### src/design/square_columnar_transposer_defines.svh
// assertion macros for the square columnar transposer
// used by the top level only, needs i_clk and i_rst_n in scope
`ifndef SQUARE_COLUMNAR_TRANSPOSER_DEFINES_SVH
`define SQUARE_COLUMNAR_TRANSPOSER_DEFINES_SVH

// checked outside reset
`define SCT_ASSERT(lbl, prop, msg) \
    lbl: assert property (@(posedge i_clk) disable iff (!i_rst_n) prop) else $error(msg);

// checked at every edge, reset included
`define SCT_ASSERT_ALWAYS(lbl, prop, msg) \
    lbl: assert property (@(posedge i_clk) prop) else $error(msg);

`endif

### src/design/sct_pkg.sv
// shared types, constants and a function of the square columnar transposer
// no dependencies
package sct_pkg;

    localparam int CHAR_W        = 8;
    localparam int MAX_CHARS_DEF = 48;
    localparam int MAX_RESULTS   = 56;
    localparam int RES_W         = $clog2(MAX_RESULTS + 1);
    localparam int SQRT_MAX      = 8;

    localparam logic [CHAR_W-1:0] SPACE_CHAR = 8'h20;
    localparam logic [CHAR_W-1:0] NUL_CHAR   = 8'h00;

    typedef enum logic [1:0] {
        S_LOAD,
        S_ISSUE,
        S_DATA,
        S_EMPTY
    } t_state;

    // exact ceil(sqrt(n)) for n up to SQRT_MAX squared
    function automatic int ceil_sqrt(input int n);
        int c;
        c = 0;
        for (int k = 0; k < SQRT_MAX; k++) begin
            if (k * k < n) begin
                c = c + 1;
            end
        end
        return c;
    endfunction

endpackage

### src/design/sct_in_if.sv
// request channel carrying message bytes into the transposer
// depends on sct_pkg
interface sct_in_if;
    import sct_pkg::*;

    logic              valid;
    logic              ready;
    logic [CHAR_W-1:0] in_char;
    logic              in_last;

    modport source (output valid, output in_char, output in_last, input ready);
    modport sink   (input valid, input in_char, input in_last, output ready);
endinterface

### src/design/sct_out_if.sv
// request channel carrying transposed bytes out of the transposer
// depends on sct_pkg
interface sct_out_if;
    import sct_pkg::*;

    logic              valid;
    logic              ready;
    logic [CHAR_W-1:0] out_char;
    logic              out_last;
    logic              no_char;

    modport source (output valid, output out_char, output out_last, output no_char,
                    input ready);
    modport sink   (input valid, input out_char, input out_last, input no_char,
                    output ready);
endinterface

### src/design/sct_ram.sv
// generic single-port-write, single-port-read ram with registered read
// no dependencies
module sct_ram #(
    parameter  int WIDTH = 8,
    parameter  int DEPTH = 48,
    localparam int AW    = (DEPTH > 1) ? $clog2(DEPTH) : 1
) (
    input  logic             i_clk,
    input  logic             i_we,
    input  logic [AW-1:0]    i_waddr,
    input  logic [WIDTH-1:0] i_wdata,
    input  logic             i_re,
    input  logic [AW-1:0]    i_raddr,
    output logic [WIDTH-1:0] o_rdata
);

    logic [WIDTH-1:0] r_mem [DEPTH];
    logic [WIDTH-1:0] r_rdata;

    always_ff @(posedge i_clk) begin
        if (i_we) begin
            r_mem[i_waddr] <= i_wdata;
        end
        if (i_re) begin
            r_rdata <= r_mem[i_raddr];
        end
    end

    assign o_rdata = r_rdata;

endmodule

### src/design/square_columnar_transposer.sv
// square columnar transposer top level
// depends on sct_pkg, sct_in_if, sct_out_if, sct_ram and the defines header
//
// i_in takes one message byte per request; spaces and zero bytes are not
// stored, and bytes past MAX_CHARS are dropped. ready is high while the
// block loads, so bytes go in at one per cycle. The request with in_last set
// ends the message, even when its own byte is dropped, and starts output.
// The column count is ceil(sqrt(L)) over the stored length L; o_out then
// gives each column top to bottom followed by one space, the last space
// marked with out_last. An empty message gives a single request with
// no_char and out_last set. Each stored byte is first read from the store
// and then loaded into the output register; each column space is loaded
// into the output register directly. Up to MAX_RESULTS results are sent.
// i_in stays low on ready until the final result sits in the output
// register. A stall on o_out holds the result and pauses the walk. Reset
// clears the stored count and drops any result that was waiting; the store
// itself needs no clearing.
`include "square_columnar_transposer_defines.svh"

module square_columnar_transposer #(
    parameter int MAX_CHARS = sct_pkg::MAX_CHARS_DEF
) (
    input  logic      i_clk,
    input  logic      i_rst_n,
    sct_in_if.sink    i_in,
    sct_out_if.source o_out
);
    import sct_pkg::*;

    localparam int CNT_W  = $clog2(MAX_CHARS + 1);
    localparam int IDX_W  = CNT_W + 1;
    localparam int ADDR_W = (MAX_CHARS > 1) ? $clog2(MAX_CHARS) : 1;

    t_state             r_state, n_state;
    logic [CNT_W-1:0]   r_count, n_count;
    logic [CNT_W-1:0]   r_len, n_len;
    logic [CNT_W-1:0]   r_cols, n_cols;
    logic [CNT_W-1:0]   r_x, n_x;
    logic [IDX_W-1:0]   r_idx, n_idx;
    logic [RES_W-1:0]   r_n, n_n;
    logic               r_ovalid, n_ovalid;
    logic [CHAR_W-1:0]  r_ochar, n_ochar;
    logic               r_olast, n_olast;
    logic               r_onochar, n_onochar;

    logic               w_ready;
    logic               w_in_acc;
    logic               w_store;
    logic [CNT_W-1:0]   w_len;
    logic               w_out_free;
    logic               w_out_load;
    logic               w_idx_in;
    logic               w_res_end;
    logic               w_col_end;
    logic               w_re;
    logic [CHAR_W-1:0]  w_rdata;

    assign w_ready    = (r_state == S_LOAD);
    assign w_in_acc   = i_in.valid && w_ready;
    assign w_store    = w_in_acc && (i_in.in_char != NUL_CHAR) &&
                        (i_in.in_char != SPACE_CHAR) && (r_count < CNT_W'(MAX_CHARS));
    assign w_len      = w_store ? CNT_W'(r_count + 1'b1) : r_count;
    assign w_out_free = !r_ovalid || o_out.ready;
    assign w_idx_in   = r_idx < IDX_W'(r_len);
    assign w_res_end  = (r_n == RES_W'(MAX_RESULTS - 1));
    assign w_col_end  = (CNT_W'(r_x + 1'b1) == r_cols);

    sct_ram #(
        .WIDTH (CHAR_W),
        .DEPTH (MAX_CHARS)
    ) u_store (
        .i_clk   (i_clk),
        .i_we    (w_store),
        .i_waddr (r_count[ADDR_W-1:0]),
        .i_wdata (i_in.in_char),
        .i_re    (w_re),
        .i_raddr (r_idx[ADDR_W-1:0]),
        .o_rdata (w_rdata)
    );

    always_comb begin
        n_state = r_state;
        case (r_state)
            S_LOAD: begin
                if (w_in_acc && i_in.in_last) begin
                    n_state = (w_len == '0) ? S_EMPTY : S_ISSUE;
                end
            end
            S_ISSUE: begin
                if (w_idx_in) begin
                    n_state = S_DATA;
                end else if (w_out_free && (w_col_end || w_res_end)) begin
                    n_state = S_LOAD;
                end
            end
            S_DATA: begin
                if (w_out_free) begin
                    n_state = w_res_end ? S_LOAD : S_ISSUE;
                end
            end
            S_EMPTY: begin
                if (w_out_free) begin
                    n_state = S_LOAD;
                end
            end
            default: n_state = S_LOAD;
        endcase
    end

    always_comb begin
        n_count    = r_count;
        n_len      = r_len;
        n_cols     = r_cols;
        n_x        = r_x;
        n_idx      = r_idx;
        n_n        = r_n;
        n_ochar    = r_ochar;
        n_olast    = r_olast;
        n_onochar  = r_onochar;
        w_re       = 1'b0;
        w_out_load = 1'b0;
        case (r_state)
            S_LOAD: begin
                if (w_in_acc) begin
                    n_count = w_len;
                    if (i_in.in_last) begin
                        n_count = '0;
                        n_len   = w_len;
                        n_cols  = CNT_W'(ceil_sqrt(int'(w_len)));
                        n_x     = '0;
                        n_idx   = '0;
                        n_n     = '0;
                    end
                end
            end
            S_ISSUE: begin
                if (w_idx_in) begin
                    w_re = 1'b1;
                end else if (w_out_free) begin
                    w_out_load = 1'b1;
                    n_ochar    = SPACE_CHAR;
                    n_olast    = w_col_end || w_res_end;
                    n_onochar  = 1'b0;
                    n_n        = RES_W'(r_n + 1'b1);
                    n_x        = CNT_W'(r_x + 1'b1);
                    n_idx      = IDX_W'(r_x) + 1'b1;
                end
            end
            S_DATA: begin
                if (w_out_free) begin
                    w_out_load = 1'b1;
                    n_ochar    = w_rdata;
                    n_olast    = w_res_end;
                    n_onochar  = 1'b0;
                    n_n        = RES_W'(r_n + 1'b1);
                    n_idx      = r_idx + IDX_W'(r_cols);
                end
            end
            S_EMPTY: begin
                if (w_out_free) begin
                    w_out_load = 1'b1;
                    n_ochar    = NUL_CHAR;
                    n_olast    = 1'b1;
                    n_onochar  = 1'b1;
                end
            end
            default: begin
                w_re       = 1'b0;
                w_out_load = 1'b0;
            end
        endcase
        n_ovalid = w_out_load ? 1'b1 : (r_ovalid && !o_out.ready);
    end

    always_ff @(posedge i_clk) begin
        if (!i_rst_n) begin
            r_state  <= S_LOAD;
            r_count  <= '0;
            r_ovalid <= 1'b0;
        end else begin
            r_state  <= n_state;
            r_count  <= n_count;
            r_ovalid <= n_ovalid;
        end
    end

    always_ff @(posedge i_clk) begin
        r_len     <= n_len;
        r_cols    <= n_cols;
        r_x       <= n_x;
        r_idx     <= n_idx;
        r_n       <= n_n;
        r_ochar   <= n_ochar;
        r_olast   <= n_olast;
        r_onochar <= n_onochar;
    end

    assign i_in.ready     = w_ready;
    assign o_out.valid    = r_ovalid;
    assign o_out.out_char = r_ochar;
    assign o_out.out_last = r_olast;
    assign o_out.no_char  = r_onochar;

    `SCT_ASSERT(a_res_bound, r_state != S_LOAD |-> r_n < RES_W'(MAX_RESULTS), "result count overrun")
    `SCT_ASSERT(a_read_in_range, r_state == S_DATA |-> $past(r_idx) < IDX_W'(r_len), "read past length")
    `SCT_ASSERT(a_count_bound, r_count <= CNT_W'(MAX_CHARS), "stored count past depth")
    `SCT_ASSERT_ALWAYS(a_reset_idle, !i_rst_n |=> r_state == S_LOAD && !r_ovalid, "reset not idle")

endmodule

### src/flat_wrapper.sv
// flat-port wrapper written by rule: the top's interface ports become plain ports
module square_columnar_transposer_flat import sct_pkg::*;
#(
    parameter int MAX_CHARS = sct_pkg::MAX_CHARS_DEF
)
  (i_clk, i_rst_n, i_in_valid, i_in_in_char, i_in_in_last, i_in_ready, o_out_valid, o_out_out_char, o_out_out_last, o_out_no_char, o_out_ready);
  sct_in_if i_in_i ();
  sct_out_if o_out_i ();
  input  logic i_clk;
  input  logic i_rst_n;
  input wire logic [$bits(i_in_i.valid)-1:0] i_in_valid;
  input wire logic [$bits(i_in_i.in_char)-1:0] i_in_in_char;
  input wire logic [$bits(i_in_i.in_last)-1:0] i_in_in_last;
  output wire logic [$bits(i_in_i.ready)-1:0] i_in_ready;
  output wire logic [$bits(o_out_i.valid)-1:0] o_out_valid;
  output wire logic [$bits(o_out_i.out_char)-1:0] o_out_out_char;
  output wire logic [$bits(o_out_i.out_last)-1:0] o_out_out_last;
  output wire logic [$bits(o_out_i.no_char)-1:0] o_out_no_char;
  input wire logic [$bits(o_out_i.ready)-1:0] o_out_ready;
  assign i_in_i.valid = i_in_valid;
  assign i_in_i.in_char = i_in_in_char;
  assign i_in_i.in_last = i_in_in_last;
  assign i_in_ready = i_in_i.ready;
  assign o_out_valid = o_out_i.valid;
  assign o_out_out_char = o_out_i.out_char;
  assign o_out_out_last = o_out_i.out_last;
  assign o_out_no_char = o_out_i.no_char;
  assign o_out_i.ready = o_out_ready;
  square_columnar_transposer #(.MAX_CHARS(MAX_CHARS)) u_core (.i_clk(i_clk), .i_rst_n(i_rst_n), .i_in(i_in_i), .o_out(o_out_i));
endmodule
### config.mk
export PLATFORM = sky130hd
export DESIGN_NAME = square_columnar_transposer_flat
export DESIGN_NICKNAME = d
export VERILOG_FILES = /design/src/design/sct_pkg.sv /design/src/design/sct_in_if.sv /design/src/design/sct_out_if.sv /design/src/design/sct_ram.sv /design/src/design/square_columnar_transposer.sv /design/src/flat_wrapper.sv
export VERILOG_INCLUDE_DIRS = /design/src /design/src/design
export SDC_FILE = /design/constraint.sdc
export NUM_CORES = 1
export LEC_CHECK = 0
export BUFFER_PORTS_ARGS = -buffer_cell sky130_fd_sc_hd__buf_4
export CORE_MARGIN = 2
export CORE_UTILIZATION = 30
export DETAILED_ROUTE_END_ITERATION = 10
export MAX_ROUTING_LAYER = met4
export SYNTH_ARGS = -nofsm -noshare
export SYNTH_HDL_FRONTEND = slang
export SYNTH_SLANG_ARGS = --single-unit
export TNS_END_PERCENT = 20
### constraint.sdc
create_clock -name i_clk -period 6.2 [get_ports i_clk]
set_input_delay 0.31 -clock i_clk [delete_from_list [all_inputs] [get_ports i_clk]]
set_output_delay 0.31 -clock i_clk [all_outputs]
set_load 0.02 [all_outputs]
Word level (Yosys, flattened, before mapping)
Memories as Yosys holds them, arrays and structs flattened. A register that Yosys moved wholly into a read port is not among the register bits.
Cells that the tools add are included.
{"block": "word_totals", "regBits": 50, "ram_bits": 384, "out_inout_bits": 12, "latchBits": 0, "rom_bits": 0, "in_bits": 13, "wordCells": 148, "n_memories": 1}
{"name": "u_core.u_store.r_mem", "depth": 48, "word_bits": 8, "rd": 1, "rd_ports_with_merged_regs": 1, "wr": 1, "line": "sct_ram.sv:17", "source": "logic [WIDTH-1:0] r_mem [DEPTH];"}
{"block": "classes", "n_addsub": 12, "n_mul": 0, "div_mod_pow": 0, "n_lt_le_gt_ge": 10, "n_reduce_logical": 26, "mux": 74, "shifts": 0, "n_eq_ne": 14, "bitwise": 0}
{"operator": "6-bit two-way mux", "count": 36}
{"operator": "6-bit by 2-bit adder with 6-bit output, second input constant", "count": 7}
{"operator": "7-bit two-way mux", "count": 5}
{"operator": "8-bit two-way mux", "count": 4}
{"operator": "8-bit one-hot mux with 3 select lines", "count": 1}
{"operator": "7-bit one-hot mux with 3 select lines", "count": 1}
{"operator": "6-bit by 1-bit adder with 6-bit output, second input constant", "count": 3}
{"operator": "6-bit one-hot mux with 3 select lines", "count": 1}
{"operator": "1-bit two-way mux", "count": 15}
{"operator": "1-bit by 6-bit < comparator with 1-bit output, first input constant", "count": 2}
{"operator": "5-bit by 6-bit < comparator with 1-bit output, first input constant", "count": 2}
{"operator": "6-bit < comparator, first input constant", "count": 2}
{"operator": "2-bit two-way mux", "count": 6}
{"operator": "6-bit one-hot mux with 2 select lines", "count": 1}
{"operator": "5-bit AND reduction", "count": 2}
{"operator": "2-bit != test, second input constant", "count": 4}
{"operator": "8-bit by 6-bit != test with 1-bit output, second input constant", "count": 1}
{"operator": "2-bit one-hot mux with 4 select lines", "count": 1}
{"operator": "4-bit AND reduction", "count": 2}
{"operator": "8-bit nonzero test", "count": 1}
{"operator": "6-bit by 1-bit adder with 7-bit output, second input constant", "count": 1}
{"operator": "7-bit by 6-bit adder with 7-bit output", "count": 1}
{"operator": "1-bit logical AND", "count": 7}
{"operator": "7-bit by 6-bit < comparator with 1-bit output", "count": 1}
{"operator": "21 further kinds", "count": 29}

Depth between registers and ports, before layout
Gate-level depths: netlist of the first run.
{"block": "depth", "ltp_word": 43, "mapped_depth": 28, "ltp_nobuf": 27}

Modules after synthesis
A second synthesis of the first run with hierarchy kept.
{"block": "hier_totals", "cells_unflattened": 1132, "hier_area_um2": 18955.7}
{"module": "sct_ram", "area_each_um2": 15414.8, "n_inst": 1, "seq_area_each_um2": 11771.3, "cells_each": 790}
{"module": "square_columnar_transposer", "area_each_um2": 3540.9, "n_inst": 1, "seq_area_each_um2": 1411.4, "cells_each": 342}

Least setup slack after synthesis of the first run
No wires, ideal clock.
{"block": "synth_timing", "kind": "reg2reg", "startpoint": "reg u_core.r_state[0]", "endpoint": "reg u_core.r_cols[4] (data pin)", "synth_period_minus_slack_ps": 5924, "required_ps": 6050, "path_buffers": 3, "slack_ps": 276, "setup_time_ps": 150, "path_stages_with_launch": 29, "arrival_ps": 5774, "path_cell_list": "dfxtp_1 inv_1 ha_1 buf_4 nand2_2 a211o_1 clkbuf_1 a2111oi_0 or2_2 nand2_1 or2_2 inv_1 ha_1 clkbuf_1 xor2_1 ha_1 o21ai_0 o21ai_0 ha_1 o21bai_1 o21a_1 ha_1 mux2i_1 o21ba_2 ha_1 and2_1 o31ai_1 or4_4 o211ai_2"}
{"block": "synth_between", "elab_chain_cells": 43, "elab_cells_between_ends": 50, "cone_classes": "add/sub (7); order compare (8); mux (30); reduce/logical (5)"}
{"item": "start: declaration", "line": "square_columnar_transposer.sv:34", "source": "t_state r_state, n_state;"}
{"item": "start signal: assignment", "line": "square_columnar_transposer.sv:181", "source": "r_state <= n_state;"}
{"item": "2-bit logical NOT *", "line": "square_columnar_transposer.sv:58", "source": "assign w_ready = (r_state == S_LOAD);"}
{"item": "named net i_in_ready", "line": "flat_wrapper.sv:14", "source": "output wire logic [$bits(i_in_i.ready)-1:0] i_in_ready;"}
{"item": "1-bit logical AND *", "line": "square_columnar_transposer.sv:59", "source": "assign w_in_acc = i_in.valid && w_ready;"}
{"item": "1-bit logical AND * (2 in a row)", "line": "square_columnar_transposer.sv:60", "source": "assign w_store = w_in_acc && (i_in.in_char != NUL_CHAR) &&"}
{"item": "1-bit logical AND *", "line": "square_columnar_transposer.sv:61", "source": "(i_in.in_char != SPACE_CHAR) && (r_count < CNT_W'(MAX_CHARS));"}
{"item": "6-bit two-way mux *", "line": "square_columnar_transposer.sv:62", "source": "assign w_len = w_store ? CNT_W'(r_count + 1'b1) : r_count;"}
{"item": "1-bit by 6-bit < comparator with 1-bit output", "line": "sct_pkg.sv:26", "source": "if (k * k < n) begin"}
{"item": "1-bit two-way mux", "line": "sct_pkg.sv:26"}
{"item": "[... 27 more ...]"}
{"item": "6-bit two-way mux", "line": "square_columnar_transposer.sv:122", "source": "case (r_state)"}
{"item": "6-bit by 2-bit adder with 6-bit output", "line": "sct_pkg.sv:27", "source": "c = c + 1;"}
{"item": "6-bit two-way mux", "line": "sct_pkg.sv:26"}
{"item": "6-bit two-way mux", "line": "square_columnar_transposer.sv:126", "source": "if (i_in.in_last) begin"}
{"item": "6-bit two-way mux", "line": "square_columnar_transposer.sv:124", "source": "if (w_in_acc) begin"}
{"item": "6-bit two-way mux", "line": "square_columnar_transposer.sv:122"}
{"item": "6-bit by 2-bit adder with 6-bit output", "line": "sct_pkg.sv:27"}
{"item": "6-bit two-way mux *", "line": "sct_pkg.sv:26"}
{"item": "end signal: assignment", "line": "square_columnar_transposer.sv:189", "source": "r_cols <= n_cols;"}
{"item": "end: declaration", "line": "square_columnar_transposer.sv:37", "source": "logic [CNT_W-1:0] r_cols, n_cols;"}
Mark *: on every way through the listed nets, which the timed path passes. The rest lies on a longest branch. The select of a mux whose other input is x is not followed.
A chain may end at the register's enable or synchronous reset.

Final worst setup path of the first run
{"block": "layout_timing", "startpoint": "in i_in_in_char[3]", "endpoint": "reg u_core.r_cols[4] (data pin)"}
{"block": "layout_between", "elab_chain_cells": 42, "elab_cells_between_ends": 50, "cone_classes": "add/sub (7); order compare (8); eq/ne (1); mux (30); reduce/logical (4)"}
{"item": "start: declaration", "line": "flat_wrapper.sv:12", "source": "input wire logic [$bits(i_in_i.in_char)-1:0] i_in_in_char;"}
{"item": "8-bit nonzero test", "line": "square_columnar_transposer.sv:60"}
{"item": "1-bit logical AND", "line": "square_columnar_transposer.sv:60"}
{"item": "1-bit logical AND *", "line": "square_columnar_transposer.sv:60"}
{"item": "1-bit logical AND *", "line": "square_columnar_transposer.sv:61"}
{"item": "6-bit two-way mux *", "line": "square_columnar_transposer.sv:62"}
{"item": "named net u_core.w_len[5]", "line": "square_columnar_transposer.sv:49", "source": "logic [CNT_W-1:0] w_len;"}
{"item": "1-bit by 6-bit < comparator with 1-bit output", "line": "sct_pkg.sv:26"}
{"item": "1-bit two-way mux", "line": "sct_pkg.sv:26"}
{"item": "[... 27 more ...]"}
{"item": "6-bit two-way mux", "line": "square_columnar_transposer.sv:122"}
{"item": "6-bit by 2-bit adder with 6-bit output", "line": "sct_pkg.sv:27"}
{"item": "6-bit two-way mux", "line": "sct_pkg.sv:26"}
{"item": "6-bit two-way mux", "line": "square_columnar_transposer.sv:126"}
{"item": "6-bit two-way mux", "line": "square_columnar_transposer.sv:124"}
{"item": "6-bit two-way mux", "line": "square_columnar_transposer.sv:122"}
{"item": "6-bit by 2-bit adder with 6-bit output", "line": "sct_pkg.sv:27"}
{"item": "6-bit two-way mux *", "line": "sct_pkg.sv:26"}
Marked as above.

==> results of run 1 <==
==> routing by layer <==
layer | global-route usage, % | vias to the layer above
met1 | 17.50 | 4932
met2 | 21.89 | 251
met4 | 3.143 | 0
met5 | - | -
li1 | - | 4221
met3 | 2.480 | 56
==> worst min path at each step <==
stage / start / endpoint / slack (ns) / cells past startpoint
5_1_grt: i_rst_n / u_core.o_out.valid / 0.05 / 2
4_1_cts: i_rst_n / u_core.o_out.valid / 0.03 / 2
6_report: i_rst_n / u_core.o_out.valid / 0.05 / 2
3_3_place_gp: u_core.u_store.o_rdata[7] / u_core.o_out.out_char[7] / 0.51 / 1
3_5_place_dp: u_core.u_store.o_rdata[7] / u_core.o_out.out_char[7] / 0.51 / 1
2_1_floorplan: i_in_in_char[0] / u_core.u_store.r_mem[0][0] / 0.41 / 0
==> sequential cells by signal (all words and copies together) (netlist names) <==
| signal | count |
|---|---|
| u_core.r_idx | 7 |
| u_core.o_out.out_char | 8 |
| u_core.o_out.valid | 1 |
| u_core.o_out.out_last | 1 |
| u_core.u_store.o_rdata | 8 |
| u_core.r_count | 6 |
| u_core.r_x | 6 |
| u_core.r_state | 2 |
| u_core.r_cols | 6 |
| u_core.u_store.r_mem | 384 |
| u_core.o_out.no_char | 1 |
| u_core.r_n | 6 |
| u_core.r_len | 6 |
==> power by group <==
part / internal [uW] / total, uW / switching, uW
registers: 3460 / 3520 / 69.6
logic: 890 / 1970 / 1080
clock network: 1450 / 2560 / 1110
==> final cells by class <==
type                       instances  area, sq um  area share (%)
clock buffer                      61         1207           5.630
multi-input combinational        511         5381           25.09
tap                              837         1047           4.883
clock inverter                    19        152.6          0.7117
sequential                       442        13180           61.47
timing repair buffer              53        412.9           1.925
inverter                          16        62.56          0.2917
==> per-stage QoR <==
| stage | util (%) | std cells | power, uW | area, sq um | setup slack (ns) |
|---|---|---|---|---|---|
| after floorplan | - | 1021 | 4960 | 18820 | 0.2764 |
| after global placement | 32.47 | 1858 | 5581 | 20080 | 0.3903 |
| after detailed placement | 32.47 | 1858 | 5597 | 20080 | 0.2085 |
| after CTS | 34.69 | 1939 | 8151 | 21450 | 0.2906 |
| after global routing | 34.69 | 1939 | 8420 | 21450 | 0.02852 |
| final | 34.69 | 1939 | 8056 | 21450 | 0.3751 |
==> synthesized netlist by cell type (3+ instances only) <==
| master | number | area share [%] |
|---|---|---|
| edfxtp_1 | 433 | 69 |
| mux4_2 | 120 | 14 |
| nor2_1 | 62 | 1.2 |
| clkbuf_1 | 37 | 0.74 |
| nand2_1 | 33 | 0.66 |
| ha_1 | 25 | 1.7 |
| nor2b_1 | 22 | 0.73 |
| and2_1 | 21 | 0.70 |
| a21oi_1 | 17 | 0.45 |
| xnor2_1 | 16 | 0.74 |
| inv_1 | 15 | 0.30 |
| o21ai_0 | 15 | 0.40 |
| mux2i_1 | 14 | 0.74 |
| xor2_1 | 14 | 0.65 |
| nand3_1 | 13 | 0.35 |
| buf_1 | 12 | 0.24 |
| nor3_1 | 12 | 0.32 |
| a21o_1 | 11 | 0.44 |
| dfxtp_1 | 9 | 0.96 |
| or2_2 | 9 | 0.30 |
| and3_1 | 8 | 0.27 |
| nor4_1 | 8 | 0.27 |
| nand2b_1 | 7 | 0.23 |
| nand4_1 | 7 | 0.23 |
| a22oi_1 | 5 | 0.20 |
| a211oi_1 | 4 | 0.16 |
| a31oi_1 | 4 | 0.13 |
| nand3b_1 | 4 | 0.16 |
| o21bai_1 | 4 | 0.16 |
| a211o_1 | 3 | 0.14 |
| a21boi_0 | 3 | 0.12 |
| nand4b_1 | 3 | 0.14 |
==> cell families (layout without fill, tap and decap cells) <==
group	count (synthesis)	after routing	share of synthesized area (%)
buffers and inverters	68	149	1.403
muxes	135	135	15.16
AOI/OAI and AO/OA	96	96	3.756
and+or+nand+nor	221	221	6.209
adders and majority gates	26	26	1.768
other	1	1	0.01992
DFF	442	442	70.04
xor gates and xnor gates	32	32	1.642
==> critical path, delay by kind of cell <==
kind | cells | cell delay (ns)
adders and majority gates | 5 | 1.24
muxes | 1 | 0.06
AOI/OAI and AO/OA | 9 | 1.72
buffers and inverters | 3 | 0.82
and+or+nand+nor | 7 | 2.08
==> timing repair <==
item                                    CTS  global route
hold buffers                              1             0
gates resized for setup                   0             1
endpoints found under the setup margin    0             1
endpoints found under the hold margin     1             0
==> run_results.csv, run 1 <==
group,metric,value,unit
route,route.met3.wl,2176,microns
power_and_ir_drop,leakage,0.006860,uW
setup_path,reg2reg_slack,0.38,ns
route,first_pass_iters,5,
layout,n_fill_cell,5785,
setup_path,critPathKind,"in -> reg",
setup_path,worst-endpoint-arrival,6.23,ns
sta,fin_hold_ws,0.05212,ns
floorplan,core,61830,sq um
clock_network,cts_tree,"yes",
flow_run,maxCapViolations,0,
layout,final_common_cell,"edfxtp_1",
sta,worstMarginPinSlew,1.103,ns
synthesis,ys_ff_latch,442,
route,routed_via_density,4.879,
floorplan,ios,25,
setup_path,path_common_cell,"ha_1",
setup_path,required,6.61,ns
clock_network,tritoncts.num_buffers,46,
setup_path,crit_path_start_kind,"input pin",
route,post_drt_wl_per_cell,21.40,microns
synthesis,syn_area_per_cell,18.43,sq um
setup_path,crit_start,"i_in_in_char[3]",
layout,fin_nets,1109,
clock_network,clockBufferDepth,3,
sta,post-route-min-period,5.825,ns
clock_network,post-cts-setup-buffer-count,0,
worst_hold_path,hold_class,"in -> reg",
floorplan,die_w,254.5,microns
route,top_layer_used,"met4",
setup_path,critPathCaptureType,"flop",
floorplan,design.die.area,64760,sq um
global_route,grt_start_max_net_pins,98,
global_route,grt_pass1_vias,9743,
global_route,grt_remaining_overflow,0,
setup_path,endpoint,"u_core.r_cols[4]",
sta,report.final.slew_viol_count,0,
clock_network,cts-root-buf,"clkbuf_16",
power_and_ir_drop,ir_worst_vdd,0.1863,mV
place,gp_congestion,0.8220,
run_status,status,"completed",
layout,layout-drive-gt1-share,23.23,%
sta,fin_crit_sh,93.95,%
global_route,grt_antenna_before_repair,0,
synthesis,ys_types,73,
sta,slew_headroom,25.87,%
route,vias,9460,
setup_path,max_stage_delay,0.55,ns
setup_path,crit_fanout,10,
power_and_ir_drop,power_density,375.6,nW/um^2
route,drt_iter0_markers,1036,
sta,setup_viol,0,
synthesis,syn_area,18820,sq um
layout,diodes,0,
sta,fmax,171.7,MHz
setup_path,cpMaxStageDelayCell,"dlygate4sd3_1",
setup_path,r2r-end,"u_core.r_cols[4]",
setup_path,reg2reg_from,"u_core.r_state[0]",
global_route,grtUsageTotal,13.45,%
floorplan,rows,91,
place,place.detailed.hpwl,26340,microns
route,wl,41500,microns
clock_network,h-tree-depth,2,
sta,rsz0062_at_grt,"false",
layout,area_growth,13.95,%
clock_network,clkLatencyLatePin,0.58,ns
synthesis,async_reset_ff_share,0,%
synthesis,syn_inst,1021,
setup_path,worstRegToRegCells,25,
synthesis,yosys_most_used_dff,"edfxtp_1",
clock_network,cts_num_sinks,442,
sta,fin_skew,0.02209,ns
sta,hold_viol_final,0,
route,ant_nets,0,
sta,finalSetupTns,0,ns
floorplan,die_h,254.5,microns
synthesis,synth.yosys.seq_area_share,70.04,%
layout,mostFrequentLayoutCells,"edfxtp_1, mux4_2, nor2_1, buf_4, clkbuf_16",
floorplan,start_util,30.44,%
synthesis,synth_edf_count,433,
route,route.met2.wl,20850,microns
synthesis,ys_warn_count,0,
synthesis,syn-num-nets,1060,
place,io_buffers,24,
clock_network,clkTransAtPathRegs,0.06,ns
route,drcViolationCount,0,
route,wl_met1,17720,microns
global_route,grt_pass1_wl,62890,microns
Power figures use the tool's default switching activity.
==> run 2, diff against run 1 <==
--- a/config.mk
+++ b/config.mk
@@ -13,5 +13,6 @@
 export MAX_ROUTING_LAYER = met4
 export SYNTH_ARGS = -nofsm -noshare
 export SYNTH_HDL_FRONTEND = slang
+export SYNTH_HIERARCHICAL = 1
 export SYNTH_SLANG_ARGS = --single-unit
 export TNS_END_PERCENT = 20
==> run_results.csv, run 2 <==
group,metric,value,unit
layout,layout-drive-gt1-share,15.53,%
synthesis,syn_area,18960,sq um
route,drcViolationCount,0,
clock_network,clkLatencyLatePin,0.55,ns
layout,top_register,"u_core/u_store/r_mem",
setup_path,crit_path_start_kind,"flop",
synthesis,ys_ff_latch,442,
synthesis,ys_warn_count,6,
synthesis,yosysMostFrequentCell,"edfxtp_1",
place,place.detailed.hpwl,26710,microns
sta,report.final.slew_viol_count,0,
setup_path,path_common_cell,"ha_1",
setup_path,worst-endpoint-arrival,6.01,ns
clock_network,clkTransAtPathRegs,0.07,ns
global_route,grtUsageTotal,13.15,%
floorplan,design.die.area,65210,sq um
sta,fin_hold_ws,0.09086,ns
power_and_ir_drop,power_density,416.3,nW/um^2
sta,setup_viol,0,
route,wl,42290,microns
synthesis,syn-num-nets,1171,
setup_path,cpMaxStageDelayCell,"ha_1",
layout,largest_reg_flops,384,
floorplan,rows,92,
global_route,grt_remaining_overflow,0,
layout,stdcell_count,2044,
power_and_ir_drop,leakage,0.007050,uW
floorplan,die_h,255.4,microns
setup_path,required,6.48,ns
sta,fin_skew,0.01973,ns
synthesis,yosys_most_used_dff,"edfxtp_1",
synthesis,syn_inst,1132,
synthesis,syn_area_per_cell,16.75,sq um
clock_network,holdBufCountCts,0,
setup_path,critPathTopFamily,"adder cells",
sta,hold_viol_final,0,
floorplan,ios,25,
flow_run,maxCapViolations,0,
route,first_pass_iters,5,
place,dp.cells,1968,
place,pre_cts_slack,0.3861,ns
setup_path,critPathCaptureType,"flop",
global_route,grt_pass1_vias,10020,
synthesis,synth_edf_count,433,
global_route,grt_antenna_before_repair,0,
layout,area_growth,12.67,%
place,gp_congestion,0.8291,
global_route,grt_start_max_net_pins,91,
route,drt_iter0_markers,884,
clock_network,tritoncts.num_buffers,42,
worst_hold_path,hold_class,"in -> reg",
global_route,grt_pass1_wl,64030,microns
setup_path,max_stage_delay,0.35,ns
synthesis,synth.top_cells.by_count,"edfxtp_1, mux2i_1, nor2_1",
run_status,status,"completed",
sta,worstMarginPinSlew,1.015,ns
sta,finalSetupTns,0,ns
setup_path,crit_buf_inv,2,
power_and_ir_drop,ir_worst_vdd,0.2145,mV
clock_network,cts_num_sinks,442,
sta,post-route-min-period,5.731,ns
route,ant_nets,0,
route,routed_via_density,4.886,
floorplan,die_w,255.4,microns
layout,diodes,0,
clock_network,cts-root-buf,"clkbuf_16",
synthesis,ys_types,79,
sta,slew_headroom,32.34,%
clock_network,clockBufferDepth,3,
clock_network,cts_tree,"yes",
floorplan,core,62740,sq um
layout,ff_latch_area,13180,sq um
place,io_buffers,24,
clock_network,h-tree-depth,2,
sta,worst_slack,0.4693,ns
route,post_drt_wl_per_cell,20.69,microns
synthesis,async_reset_ff_share,0,%
synthesis,yosys.area.top_type,"edfxtp_1",
synthesis,synth.top_cell.area_share,68.59,%
layout,multiInputGateArea,5394,sq um
setup_path,crit_fanout,10,
layout,final_common_cell,"edfxtp_1",
sta,rsz0062_at_grt,"false",
route,vias,9986,
layout,fin_nets,1205,
sta,fmax,174.5,MHz
synthesis,synth.area.top_cells,"edfxtp_1, mux2i_1, mux4_2",
floorplan,start_util,30.22,%
sta,fin_crit_sh,92.43,%
setup_path,critPathKind,"reg -> reg",
layout,n_fill_cell,5914,
layout,mostFrequentLayoutCells,"edfxtp_1, mux2i_1, nor2_1, buf_4, clkbuf_16",
layout,final_core_util,34.04,%
synthesis,synth.yosys.seq_area_share,69.54,%
run 2: cell count changes in the layout (fill, tap and decap cells not counted), moves of 8 or more:
cell	previous run	this run
mux2i_1	14	131
mux4_2	120	40
a22oi_1	5	36
a221oi_1	0	17
a22o_1	0	16
a21oi_1	17	32
clkbuf_1	15	5
o22ai_1	1	10
o41ai_2	0	8
or2_2	9	1
run 2: cell families after synthesis:
| family | synth area share (%) |
|---|---|
| adders and majority gates | 1.756 |
| buffers and inverters | 2.112 |
| and+or+nand+nor | 5.723 |
| xor gates and xnor gates | 1.597 |
| muxes | 11.81 |
| AOI/OAI and AO/OA | 7.439 |
| other | 0.01978 |
| DFF | 69.54 |
run 2: power by group:
part / switching (uW) / leakage (uW) / internal (uW) / total (uW)
sequential: 173 / 0.00400 / 3520 / 3690
combinational: 1620 / 0.00242 / 1120 / 2740
clock: 1090 / 0.000631 / 1370 / 2460
total: 2880 / 0.00705 / 6010 / 8890
run 2: final cells by class:
class | instances | area share [%]
clock inverters | 29 | 1.090
repair buffers | 46 | 1.675
well taps | 846 | 4.956
multi-input cells | 618 | 25.25
flip-flops and latches | 442 | 61.72
clock buffers | 47 | 5.009
inverters | 16 | 0.2929
run 2: final timing paths:
check             cells past startpoint  slack, ns                end         startpoint
setup / recovery                     27       0.47   u_core/r_cols[4]  u_core/r_state[0]
hold / removal                        2       0.09  u_core/r_count[4]            i_rst_n
setup reg to reg                     27       0.47   u_core/r_cols[4]  u_core/r_state[0]
hold reg to reg                       2       0.50  u_core/r_state[1]  u_core/r_state[1]
run 2: metrics by stage:
step / power, uW / area [sq um]
6_report: 8891 / 21360
3_3_place_gp: 6486 / 20050
2_1_floorplan: 5689 / 18960
3_5_place_dp: 6520 / 20050
5_1_grt: 9285 / 21360
4_1_cts: 8978 / 21350
run 2: what timing repair did:
item	4_1_cts	5_1_grt
setup buffers	0	0
endpoints found under the setup margin	0	1
resized for setup	0	1
run 2: layer usage:
| metal | track usage (%) | routed length, microns | up-vias |
|---|---|---|---|
| met5 | - | 0 | - |
| met1 | 16.35 | 17780 | 5088 |
| li1 | - | - | 4555 |
| met4 | 4.706 | 1429 | 0 |
| met3 | 1.835 | 1771 | 75 |
| met2 | 21.93 | 21310 | 268 |
